[src/ssc_pkg.sv]
// Package for the sedimentation substep column unit: sequencer codes and field widths.
package ssc_pkg;

  localparam int unsigned StepBits = 7;

  // Operation codes issued by the sequencer to the shared arithmetic unit.
  typedef enum logic [2:0] {
    OP_MUL,
    OP_DIV,
    OP_IDIV
  } ssc_op_e;

  // Configuration register indexes.
  localparam logic CfgTimeStep     = 1'b0;
  localparam logic CfgDivisorFloor = 1'b1;

endpackage

[src/sedimentation_substep_column_unit.sv]
// Top level of the sedimentation substep column unit: sequencer and shared multiply/divide unit.
//
// Channel    | Direction | Handshake            | Payload
// s_axis     | in        | s_axis_tvalid/tready | tdata: density, thickness, speed_factor,
//            |           |                      |   amount, fall_in, column_steps,
//            |           |                      |   substep_index; tuser: first_level, is_number
// m_axis     | out       | m_axis_tvalid/tready | tdata: amount_out, fall_out
// cfg        | in        | cfg_valid_i/ready_o  | cfg_index_i, cfg_data_i
//
// One word runs a fixed program of up to twelve operations on one shared unit.
// A multiply completes combinationally and a divide goes through load, one quotient bit per
// cycle and result, so the serial divider sets the run time: a mass species below the
// top level needs five divides, a number species below the top three, a mass top level
// two and a number top level one. With a ready sink the next word is accepted once the
// result has been taken. The input is not ready while a word is worked on or while its
// result waits, so a stalled output holds the whole unit. Reset clears the control
// state, the remembered upper level and the configuration registers to their reset
// values.
module sedimentation_substep_column_unit #(
  parameter int unsigned VALUE_BITS = 32,
  parameter int unsigned FRAC_BITS  = 24
) (
  input  logic                      clk_i,
  input  logic                      rst_ni,
  input  logic                      s_axis_tvalid,
  output logic                      s_axis_tready,
  // density, thickness, speed_factor, amount, fall_in, column_steps, substep_index
  input  logic [5*VALUE_BITS+14+((8-((5*VALUE_BITS+14)%8))%8)-1:0] s_axis_tdata,
  // first_level, is_number
  input  logic [1:0]                s_axis_tuser,
  output logic                      m_axis_tvalid,
  input  logic                      m_axis_tready,
  // amount_out, fall_out
  output logic [2*VALUE_BITS-1:0]   m_axis_tdata,
  input  logic                      cfg_valid_i,
  output logic                      cfg_ready_o,
  input  logic                      cfg_index_i,
  input  logic [VALUE_BITS-1:0]     cfg_data_i
);
  import ssc_pkg::*;

  localparam int unsigned VB = VALUE_BITS;
  localparam int unsigned DB = VB + FRAC_BITS;   // dividend width
  localparam int unsigned CB = $clog2(DB + 1);
  localparam logic [VB-1:0] OnesV = '1;

  typedef enum logic [1:0] {
    ST_IDLE,
    ST_RUN,
    ST_WAIT
  } state_e;

  // Program steps of the sequencer.
  typedef enum logic [3:0] {
    P_F1, P_F2, P_F3, P_OWN1, P_OWN2, P_A1, P_A2, P_A3, P_A4, P_A5, P_A6, P_A7, P_DONE
  } pc_e;

  state_e state_q;
  pc_e    pc_q;
  logic   busy_q;          // shared unit in a divide
  logic   [CB-1:0] cnt_q;
  logic   [DB-1:0] dvd_q;  // dividend being shifted out
  logic   [VB-1:0] rem_q;
  logic   [DB-1:0] quo_q;
  logic   [VB-1:0] dvs_q;
  logic   [VB-1:0] acc_q;  // result of the last operation, except the ratio step

  // Latched word.
  logic first_q, num_q, gate_q;
  logic [VB-1:0] dens_q, thick_q, spd_q, amt_q, fall_q, dsafe_q, zsafe_q;
  logic [StepBits-1:0] steps_q;
  logic [VB-1:0] f_q, own_q, ratio_q;
  logic [VB-1:0] ab_amt_q, ab_dens_q, ab_spd_q, ab_thick_q;
  logic [VB-1:0] ts_q, floor_q;
  logic [2*VB-1:0] out_q;
  logic out_valid_q;

  // Input unpacking.
  logic [VB-1:0] in_dens, in_thick, in_spd, in_amt, in_fall;
  logic [StepBits-1:0] in_steps, in_idx, steps_eff;
  logic [VB-1:0] floor_eff;
  assign in_dens  = s_axis_tdata[0*VB +: VB];
  assign in_thick = s_axis_tdata[1*VB +: VB];
  assign in_spd   = s_axis_tdata[2*VB +: VB];
  assign in_amt   = s_axis_tdata[3*VB +: VB];
  assign in_fall  = s_axis_tdata[4*VB +: VB];
  assign in_steps = s_axis_tdata[5*VB +: StepBits];
  assign in_idx   = s_axis_tdata[5*VB+StepBits +: StepBits];
  assign steps_eff = (in_steps == '0) ? StepBits'(1) : in_steps;
  assign floor_eff = (floor_q == '0) ? VB'(1) : floor_q;

  assign s_axis_tready = (state_q == ST_IDLE) || (state_q == ST_WAIT && !m_axis_tvalid);
  assign cfg_ready_o   = 1'b1;
  assign m_axis_tvalid = (state_q == ST_WAIT) && out_valid_q;
  assign m_axis_tdata  = out_q;

  // Shared unit: operand selection per program step.
  ssc_op_e op;
  logic [VB-1:0] opa, opb;
  always_comb begin
    op  = OP_MUL;
    opa = acc_q;
    opb = spd_q;
    case (pc_q)
      P_F1:   begin op = num_q ? OP_MUL : OP_MUL; opa = num_q ? amt_q : dens_q;
                    opb = num_q ? spd_q : amt_q; end
      P_F2:   begin op = OP_MUL; opa = acc_q; opb = num_q ? OnesV : spd_q; end
      P_F3:   begin op = OP_IDIV; opa = acc_q; opb = VB'(steps_q); end
      P_OWN1: begin op = OP_MUL; opa = f_q; opb = ts_q; end
      P_OWN2: begin op = OP_DIV; opa = acc_q; opb = dsafe_q; end
      P_A1:   begin op = OP_MUL; opa = num_q ? ab_amt_q : ab_dens_q;
                    opb = num_q ? ab_spd_q : ab_amt_q; end
      P_A2:   begin op = OP_MUL; opa = acc_q; opb = num_q ? OnesV : ab_spd_q; end
      P_A3:   begin op = OP_IDIV; opa = acc_q; opb = VB'(steps_q); end
      P_A4:   begin op = OP_DIV; opa = ab_thick_q; opb = zsafe_q; end
      P_A5:   begin op = OP_MUL; opa = acc_q; opb = ratio_q; end
      P_A6:   begin op = OP_MUL; opa = acc_q; opb = ts_q; end
      P_A7:   begin op = OP_DIV; opa = acc_q; opb = dsafe_q; end
      default: begin op = OP_MUL; end
    endcase
  end

  // The pass-through multiply for number species (times all-ones) is not exact, so
  // steps F2/A2 are bypassed for them below.
  logic [2*VB-1:0] prod;
  logic [VB-1:0]   mul_res;
  assign prod    = opa * opb;
  assign mul_res = (prod[2*VB-1:FRAC_BITS] > {{(VB-FRAC_BITS){1'b0}}, OnesV})
                   ? OnesV : prod[FRAC_BITS +: VB];

  // Divider step: restoring, one quotient bit per cycle.
  logic [VB:0] rem_sh, rem_sub;
  logic        take;
  assign rem_sh  = {rem_q, dvd_q[DB-1]};
  assign take    = rem_sh >= {1'b0, dvs_q};
  assign rem_sub = take ? rem_sh - {1'b0, dvs_q} : rem_sh;

  logic is_div;
  assign is_div = (op != OP_MUL);

  // Result of a finished divide, saturated.
  logic [VB-1:0] div_res;
  assign div_res = (quo_q[DB-1:VB] != '0) ? OnesV : quo_q[VB-1:0];

  logic [VB-1:0] step_res;   // value produced this cycle when a step completes
  logic          step_done;
  always_comb begin
    step_done = 1'b0;
    step_res  = mul_res;
    if (!is_div) begin
      step_done = 1'b1;
      if ((pc_q == P_F2 || pc_q == P_A2) && num_q) step_res = acc_q;
    end else if (busy_q && cnt_q == '0) begin
      step_done = 1'b1;
      step_res  = div_res;
    end
  end

  // Next program step, skipping steps that do not apply.
  pc_e pc_next;
  always_comb begin
    pc_next = P_DONE;
    case (pc_q)
      P_F1:   pc_next = P_F2;
      P_F2:   pc_next = P_F3;
      P_F3:   pc_next = P_OWN1;
      P_OWN1: pc_next = num_q ? (first_q ? P_DONE : P_A1) : P_OWN2;
      P_OWN2: pc_next = first_q ? P_DONE : P_A1;
      P_A1:   pc_next = P_A2;
      P_A2:   pc_next = P_A3;
      P_A3:   pc_next = P_A4;
      P_A4:   pc_next = P_A5;
      P_A5:   pc_next = P_A6;
      P_A6:   pc_next = num_q ? P_DONE : P_A7;
      P_A7:   pc_next = P_DONE;
      default: pc_next = P_DONE;
    endcase
  end

  // Final combination.
  logic [VB-1:0] own_min, infl, diff, res_amt, res_fall;
  logic [VB:0]   sum_a, sum_f;
  always_comb begin
    infl = '0;
    if (!first_q) infl = (acc_q < ab_amt_q) ? acc_q : ab_amt_q;
    own_min  = (own_q < amt_q) ? own_q : amt_q;
    diff     = amt_q - own_min;
    sum_a    = {1'b0, diff} + {1'b0, infl};
    res_amt  = sum_a[VB] ? OnesV : sum_a[VB-1:0];
    sum_f    = {1'b0, fall_q} + {1'b0, f_q};
    res_fall = sum_f[VB] ? OnesV : sum_f[VB-1:0];
  end

  logic in_acc;
  assign in_acc = s_axis_tvalid && s_axis_tready;

  always_ff @(posedge clk_i or negedge rst_ni) begin
    if (!rst_ni) begin
      state_q     <= ST_IDLE;
      pc_q        <= P_F1;
      busy_q      <= 1'b0;
      cnt_q       <= '0;
      out_valid_q <= 1'b0;
      ts_q        <= VB'(1) << FRAC_BITS;
      floor_q     <= VB'(1);
      ab_amt_q    <= '0;
      ab_dens_q   <= '0;
      ab_spd_q    <= '0;
      ab_thick_q  <= '0;
    end else begin
      if (cfg_valid_i) begin
        if (cfg_index_i == CfgTimeStep) ts_q <= cfg_data_i;
        else                            floor_q <= cfg_data_i;
      end
      if (m_axis_tvalid && m_axis_tready) out_valid_q <= 1'b0;
      if (m_axis_tvalid && m_axis_tready && !in_acc) state_q <= ST_IDLE;
      case (state_q)
        ST_IDLE, ST_WAIT: begin
          if (in_acc) begin
            state_q <= ST_RUN;
            pc_q    <= P_F1;
            busy_q  <= 1'b0;
            first_q <= s_axis_tuser[0];
            num_q   <= s_axis_tuser[1];
            dens_q  <= in_dens;
            thick_q <= in_thick;
            spd_q   <= in_spd;
            amt_q   <= in_amt;
            fall_q  <= in_fall;
            steps_q <= steps_eff;
            gate_q  <= steps_eff >= in_idx;
            dsafe_q <= (in_dens < floor_eff) ? floor_eff : in_dens;
            zsafe_q <= (in_thick < floor_eff) ? floor_eff : in_thick;
          end
        end
        ST_RUN: begin
          if (is_div && !busy_q) begin
            busy_q <= 1'b1;
            cnt_q  <= CB'(DB);
            rem_q  <= '0;
            quo_q  <= '0;
            dvs_q  <= opb;
            dvd_q  <= (op == OP_IDIV) ? {{FRAC_BITS{1'b0}}, opa}
                                      : {opa, {FRAC_BITS{1'b0}}};
          end else if (is_div && busy_q && cnt_q != '0) begin
            cnt_q <= cnt_q - 1'b1;
            rem_q <= rem_sub[VB-1:0];
            dvd_q <= dvd_q << 1;
            quo_q <= {quo_q[DB-2:0], take};
          end
          if (step_done) begin
            busy_q <= 1'b0;
            // The ratio step keeps the inflow flux in the accumulator.
            if (pc_q == P_A4) ratio_q <= step_res;
            else if ((pc_q == P_F3 || pc_q == P_A3) && !gate_q) acc_q <= '0;
            else acc_q <= step_res;
            if (pc_q == P_F3) f_q <= gate_q ? step_res : '0;
            if (pc_q == P_OWN1 || pc_q == P_OWN2) own_q <= step_res;
            pc_q <= pc_next;
          end
          if (pc_q == P_DONE) begin
            out_q       <= {res_fall, res_amt};
            out_valid_q <= 1'b1;
            ab_amt_q    <= res_amt;
            ab_dens_q   <= dens_q;
            ab_spd_q    <= spd_q;
            ab_thick_q  <= thick_q;
            state_q     <= ST_WAIT;
          end
        end
        default: state_q <= ST_IDLE;
      endcase
    end
  end

`ifndef SYNTH
  // A result is never shown while a word is still being worked on.
  a_no_out_in_run: assert property (@(posedge clk_i) disable iff (!rst_ni)
    state_q == ST_RUN |-> !m_axis_tvalid) else $error("result during run");
  // The divider counter only runs down while a divide is in flight.
  a_cnt_busy: assert property (@(posedge clk_i) disable iff (!rst_ni)
    cnt_q != '0 && state_q == ST_RUN |-> busy_q) else $error("counter idle");
  // A stalled result holds its value.
  a_hold: assert property (@(posedge clk_i) disable iff (!rst_ni)
    m_axis_tvalid && !m_axis_tready |=> $stable(m_axis_tdata)) else $error("result moved");
`endif

endmodule
[config.mk]
export PLATFORM = sky130hd
export DESIGN_NAME = sedimentation_substep_column_unit
export DESIGN_NICKNAME = d
export VERILOG_FILES = /design/src/ssc_pkg.sv /design/src/sedimentation_substep_column_unit.sv
export SDC_FILE = /design/constraint.sdc
export NUM_CORES = 2
export LEC_CHECK = 0
export BUFFER_PORTS_ARGS = -buffer_cell sky130_fd_sc_hd__buf_2
export CAP_MARGIN = 5
export CORE_MARGIN = 2
export CORE_UTILIZATION = 55
export CTS_BUF_LIST = sky130_fd_sc_hd__clkbuf_8
export DETAILED_ROUTE_END_ITERATION = 10
export GPL_ROUTABILITY_DRIVEN = 0
export PLACE_DENSITY_LB_ADDON = 0.08
export SLEW_MARGIN = 30
export SYNTH_ARGS = -nofsm -noshare
export SYNTH_HDL_FRONTEND = slang
export SYNTH_SLANG_ARGS = --single-unit
[constraint.sdc]
create_clock -name clk_i -period 14.6 [get_ports clk_i]
set_input_delay 2.92 -clock clk_i [delete_from_list [all_inputs] [get_ports clk_i]]
set_output_delay 2.92 -clock clk_i [all_outputs]
set_load 0.01 [all_outputs]
After elaboration in Yosys (flattened, before gate mapping)
Cells that the tools add are included.
Widths: inputs -> output; s select.
{"block": "classes", "reduce_logical": 48, "mux": 50, "eq_ne": 18, "n_addsub": 5, "n_mul": 1, "magnitude_cmp": 7, "bitwise_logic": 2}
{"operator": "$mux 32", "count": 20}
{"operator": "$pmux 32 s9", "count": 1}
{"operator": "$mux 56", "count": 4}
{"operator": "$lt 32x32->1", "count": 4}
{"operator": "$pmux 32 s4", "count": 1}
{"operator": "$add 32x32->33", "count": 2}
{"operator": "$mul 32x32->64", "count": 1}
{"operator": "$sub 32x32->32", "count": 2}
{"operator": "$pmux 4 s11", "count": 1}
{"operator": "$gt 40x32->1 const B", "count": 1}
{"operator": "$ge 33x32->1", "count": 1}
{"operator": "$logic_not 32->1", "count": 1}
{"operator": "$reduce_bool 24->1", "count": 1}
{"operator": "$eq 4x4->1 const B", "count": 5}
{"operator": "$reduce_and 3->1", "count": 6}
{"operator": "$eq 4x3->1 const B", "count": 4}
{"operator": "$mux 4", "count": 4}
{"operator": "$reduce_and 4->1", "count": 4}
{"operator": "$mux 6", "count": 2}
{"operator": "$logic_and 1x1->1", "count": 11}
{"operator": "$eq 4x2->1 const B", "count": 2}
{"operator": "$mux 1", "count": 8}
{"operator": "$pmux 2 s2", "count": 2}
{"operator": "$pmux 4 s2", "count": 1}
{"operator": "25 further kinds", "count": 42}
{"block": "totals", "ff_bits": 808}

Logic depth before layout (Yosys ltp)
{"block": "depth", "word_depth": 11, "ltp_mapped": 44, "ltp_nobuf": 37}

Worst setup path after synthesis
Ideal clock, no wire load.
{"block": "synth_timing", "path_kind": "register -> register", "startpoint": "reg num_q", "endpoint": "reg f_q[24] (data pin)", "path_stages_with_launch": 35, "arrival_ns": 10.412, "setup_slack_ns": 3.933, "n_path_buf": 8, "path_cell_list": "edfxtp_1 clkbuf_1 buf_2 buf_1 clkbuf_1 buf_1 clkbuf_1 o21ai_0 a222oi_1 nand4_1 o21ai_1 clkbuf_1 nor2_1 fa_1 inv_1 fa_1 fa_1 fa_1 inv_1 fa_1 fa_1 fa_1 fa_1 ha_1 clkbuf_1 nand2_1 or3_1 or4_1 o211ai_1 o21ai_1 o211a_1 o311ai_1 nand2_1 or4b_1 and3_1"}
{"block": "synth_between", "elab_chain_cells": 7, "elab_cells_between_ends": 15}
{"element": "start: declaration", "line": "sedimentation_substep_column_unit.sv:69", "text": "logic first_q, num_q, gate_q;"}
{"element": "start signal: assignment", "line": "sedimentation_substep_column_unit.sv:224", "text": "num_q <= s_axis_tuser[1];"}
{"element": "$mux 32 (tied with other cells)", "line": "sedimentation_substep_column_unit.sv:113", "text": "P_A2: begin op = OP_MUL; opa = acc_q; opb = num_q ? OnesV : ab_spd_q; end"}
{"element": "$pmux 32 s9 or $pmux 32 s4 (tied branches)", "line": "sedimentation_substep_column_unit.sv:104", "text": "case (pc_q)"}
{"element": "$mul 32x32->64", "line": "sedimentation_substep_column_unit.sv:127", "text": "assign prod = opa * opb;"}
{"element": "$gt 40x32->1", "line": "sedimentation_substep_column_unit.sv:128", "text": "assign mul_res = (prod[2*VB-1:FRAC_BITS] > {{(VB-FRAC_BITS){1'b0}}, OnesV})"}
{"element": "$mux 32", "line": "sedimentation_substep_column_unit.sv:129", "text": "? OnesV : prod[FRAC_BITS +: VB];"}
{"element": "$mux 32 (on tied branches)", "line": "sedimentation_substep_column_unit.sv:152, sedimentation_substep_column_unit.sv:153"}
{"element": "$mux 32 (*)", "line": "sedimentation_substep_column_unit.sv:150", "text": "if (!is_div) begin"}
{"element": "end signal: assignment", "line": "sedimentation_substep_column_unit.sv:257", "text": "if (pc_q == P_F3) f_q <= gate_q ? step_res : '0;"}
{"element": "end: declaration", "line": "sedimentation_substep_column_unit.sv:72", "text": "logic [VB-1:0] f_q, own_q, ratio_q;"}
Every way passes the cells marked *; elsewhere a longest branch is shown, timed or not.
A chain may end at the register's enable or synchronous reset.

Worst setup path in the final report
{"block": "layout_timing", "startpoint": "reg pc_q[1]", "endpoint": "reg own_q[19] (data pin)"}
{"block": "layout_between", "elab_chain_cells": 8, "elab_cells_between_ends": 28}
{"element": "start: declaration", "line": "sedimentation_substep_column_unit.sv:59", "text": "pc_e pc_q;"}
{"element": "start signal: assignment", "line": "sedimentation_substep_column_unit.sv:259", "text": "pc_q <= pc_next;"}
{"element": "$eq 4x3->1 (tied with other cells)", "line": "sedimentation_substep_column_unit.sv:104"}
{"element": "$reduce_or 2->1 (no source line)"}
{"element": "$pmux 32 s9", "line": "sedimentation_substep_column_unit.sv:104"}
{"element": "$mul 32x32->64", "line": "sedimentation_substep_column_unit.sv:127"}
{"element": "$gt 40x32->1", "line": "sedimentation_substep_column_unit.sv:128"}
{"element": "$mux 32", "line": "sedimentation_substep_column_unit.sv:129"}
{"element": "$mux 32 (on tied branches)", "line": "sedimentation_substep_column_unit.sv:152, sedimentation_substep_column_unit.sv:153"}
{"element": "$mux 32 (*)", "line": "sedimentation_substep_column_unit.sv:150"}
{"element": "named net step_res[19]", "line": "sedimentation_substep_column_unit.sv:145", "text": "logic [VB-1:0] step_res;"}
{"element": "end signal: assignment", "line": "sedimentation_substep_column_unit.sv:258", "text": "if (pc_q == P_OWN1 || pc_q == P_OWN2) own_q <= step_res;"}
{"element": "end: declaration", "line": "sedimentation_substep_column_unit.sv:72"}
Mark *: on every way through the listed nets, which the timed path passes. The rest lies on a longest branch.

==> flow_summary.ini <==
[die]
die_h_um = 376
die_x_um = 376
dieArea_um2 = 141000
start_util = 0.554
core_um2 = 137000
rows = 136
top_level_ports = 283

[timing]
final_max_slew_viol_count = 0
rsz0062_at_grt = false
finalHoldViolCount = 0
setup_violations = 0
min_period_ns = 13.22
clock.fmax_mhz = 75.6
relSlewSlack = 0.244
tightestPinTransition_ns = 1.12
post-route-period-util = 0.906
finalSetupTns_ns = 0
worst_clock_skew_ns = 0.0704

[global_routing]
use_met2 = 0.548
grtUsageMet3 = 0.154
grt_overflow = 0
antenna_found_initial = 23
grtUsageTotal = 0.403
top_usage_layer = met1
met1_usage = 0.558
first_global_vias = 61600
grt_pass1_wl_um = 412000
grt_max_degree = 173

[finish]
largest_reg_flops = 64
nets = 9721
layout-drive-gt1-share = 0.108
nFillCells = 11900
area_growth_pct = 9.13

[worst_setup_path]
cp_max_fo = 78
crit_type = reg2reg
cp-start-kind = flop
crit_path_top_delay_cell = dfrtp_1
cp_common_cell = fa_1
rrSetupSlack_ns = 1.38
required_ns = 15.21
cpPeakStageDelay_ns = 1.01
cp-end-kind = flop
arrival_ns = 13.83

[clock_network]
holdBufCountCts = 0
ctsResizeCount = 0
cts_buffers = 142
clockBufferDepth = 3
cts_tree = done
cts_root_buffer = clkbuf_8
clock_sinks = 808
cts.clk_slew.worst_paths_ns = 0.08
worstSkewPairLatency_ns = 0.94
htreeDepth = 4
postCtsSetupRepairBufs = 0

[synth]
synth_top_area_cell = edfxtp_1
ys_seq_area_frac = 0.305
syn_nets = 9529
synth_edf_count = 602
synth.area.top_cells = edfxtp_1 24%, fa_1 24%, ha_1 8.5%, dfrtp_1 6.7%, inv_1 5.6%
synthCells = 7895
ys_types = 88
ys_ff_latch = 808
synthFlopType = edfxtp_1
synth_common_cells = 1139 x inv_1, 1086 x nand2_1, 899 x fa_1, 803 x nor2_1, 602 x edfxtp_1
yosysMostFrequentCell = inv_1
synth_top_area_frac = 0.237
post_synth.cell_area_avg_um2 = 9.65
yosys_warnings = 0
async_reset_ff_frac = 0.255
synth_area_um2 = 76200

[placed_design]
port-buffer-count = 279
post-dp-hpwl_um = 215000

[status]
violations = design-rule violations
status = finished, violations left

[routing]
drt_iter0_drc = 9200
postRouteAntennaNets = 0
vias_per_cell = 6.31
drc = 2
num_vias = 63200
routedWlPerCell_um = 28.4
firstDrtPassIters = 11
drt-total-wl_um = 285000

[hold_path]
hold_path_class = reg2reg

[job]
cap_violations = 0
==> area by class of cell <==
cell class	count	area (um2)	area share
antenna	9	22.5	0.000271
clock inverter	114	858	0.0103
multi-input combinational	5528	47600	0.572
tap	1794	2240	0.0270
sequential	808	23200	0.280
inverter	1153	4330	0.0521
timing repair buffer	454	2850	0.0343
clock buffer	145	2000	0.0240
==> layer usage <==
metal	up-vias	routed length (um)
li1	26600	-
met2	4550	112000
met1	31200	109000
met4	16	18300
met3	776	45000
met5	-	117
==> through the flow <==
stage	cell area [um2]	cells	utilization	hold WS (ns)	worst slack (ns)
after CTS	83000	9995	0.604	0.426	1.66
after global routing	83100	9997	0.604	0.449	1.31
final	83100	10000	0.604	0.425	1.38
after floorplan	76200	7895	-	0.415	3.93
after detailed placement	80200	9736	0.583	0.423	1.73
after global placement	80100	9735	0.583	0.420	1.85
==> layout by cell type (no fill, tap or decap), drive strengths merged, types with 20 or more instances in the layout <==
cell	instances
a211oi	61
a21boi	20
a21o	124
a21oi	333
a221oi	27
a222oi	36
a22oi	38
a31oi	48
and2	83
and3	24
buf	454
clkbuf	145
clkinv	57
dfrtp	204
edfxtp	602
fa	899
ha	519
inv	1200
mux2	132
mux2i	78
nand2	1086
nand2b	58
nand3	94
nand4	58
nor2	804
nor2b	44
nor3	73
nor4	23
o21a	78
o21ai	309
o21bai	24
o221ai	35
o22ai	42
or3	23
xnor2	69
xor2	58
==> logic make-up (layout without fill, tap and decap cells) <==
logic type | after synthesis | after routing | share of synthesized area
buffers and inverters | 1559 | 1866 | 0.0773
AO/OA/AOI/OAI | 1334 | 1334 | 0.115
adder cells (fa/ha/maj) | 1418 | 1418 | 0.322
other | 1 | 10 | 0.0000492
multiplexers | 210 | 210 | 0.0298
XOR/XNOR | 127 | 127 | 0.0146
flip-flops | 808 | 808 | 0.305
AND/OR/NAND/NOR | 2438 | 2438 | 0.137
==> worst max-delay path: cells and delay by family (launching register included) <==
kind,cells,cell delay (ns)
adders and majority gates,9,4.58
and+or+nand+nor,9,3.51
AOI/OAI and AO/OA,7,2.71
DFF,1,1.01
buffers and inverters,5,0.90
==> final timing paths <==
check | startpoint | endpoint | cells past startpoint
max in group asynchronous | rst_ni | floor_q[10] | 2
max | pc_q[1] | own_q[19] | 30
max reg2reg | pc_q[1] | own_q[19] | 30
min in group asynchronous | rst_ni | floor_q[29] | 1
min | thick_q[0] | ab_thick_q[0] | 2
min reg2reg | thick_q[0] | ab_thick_q[0] | 2
Power is left out: the tool's default activity adds up to more than one toggle a clock period on the data nets, which glitch-free logic cannot reach.
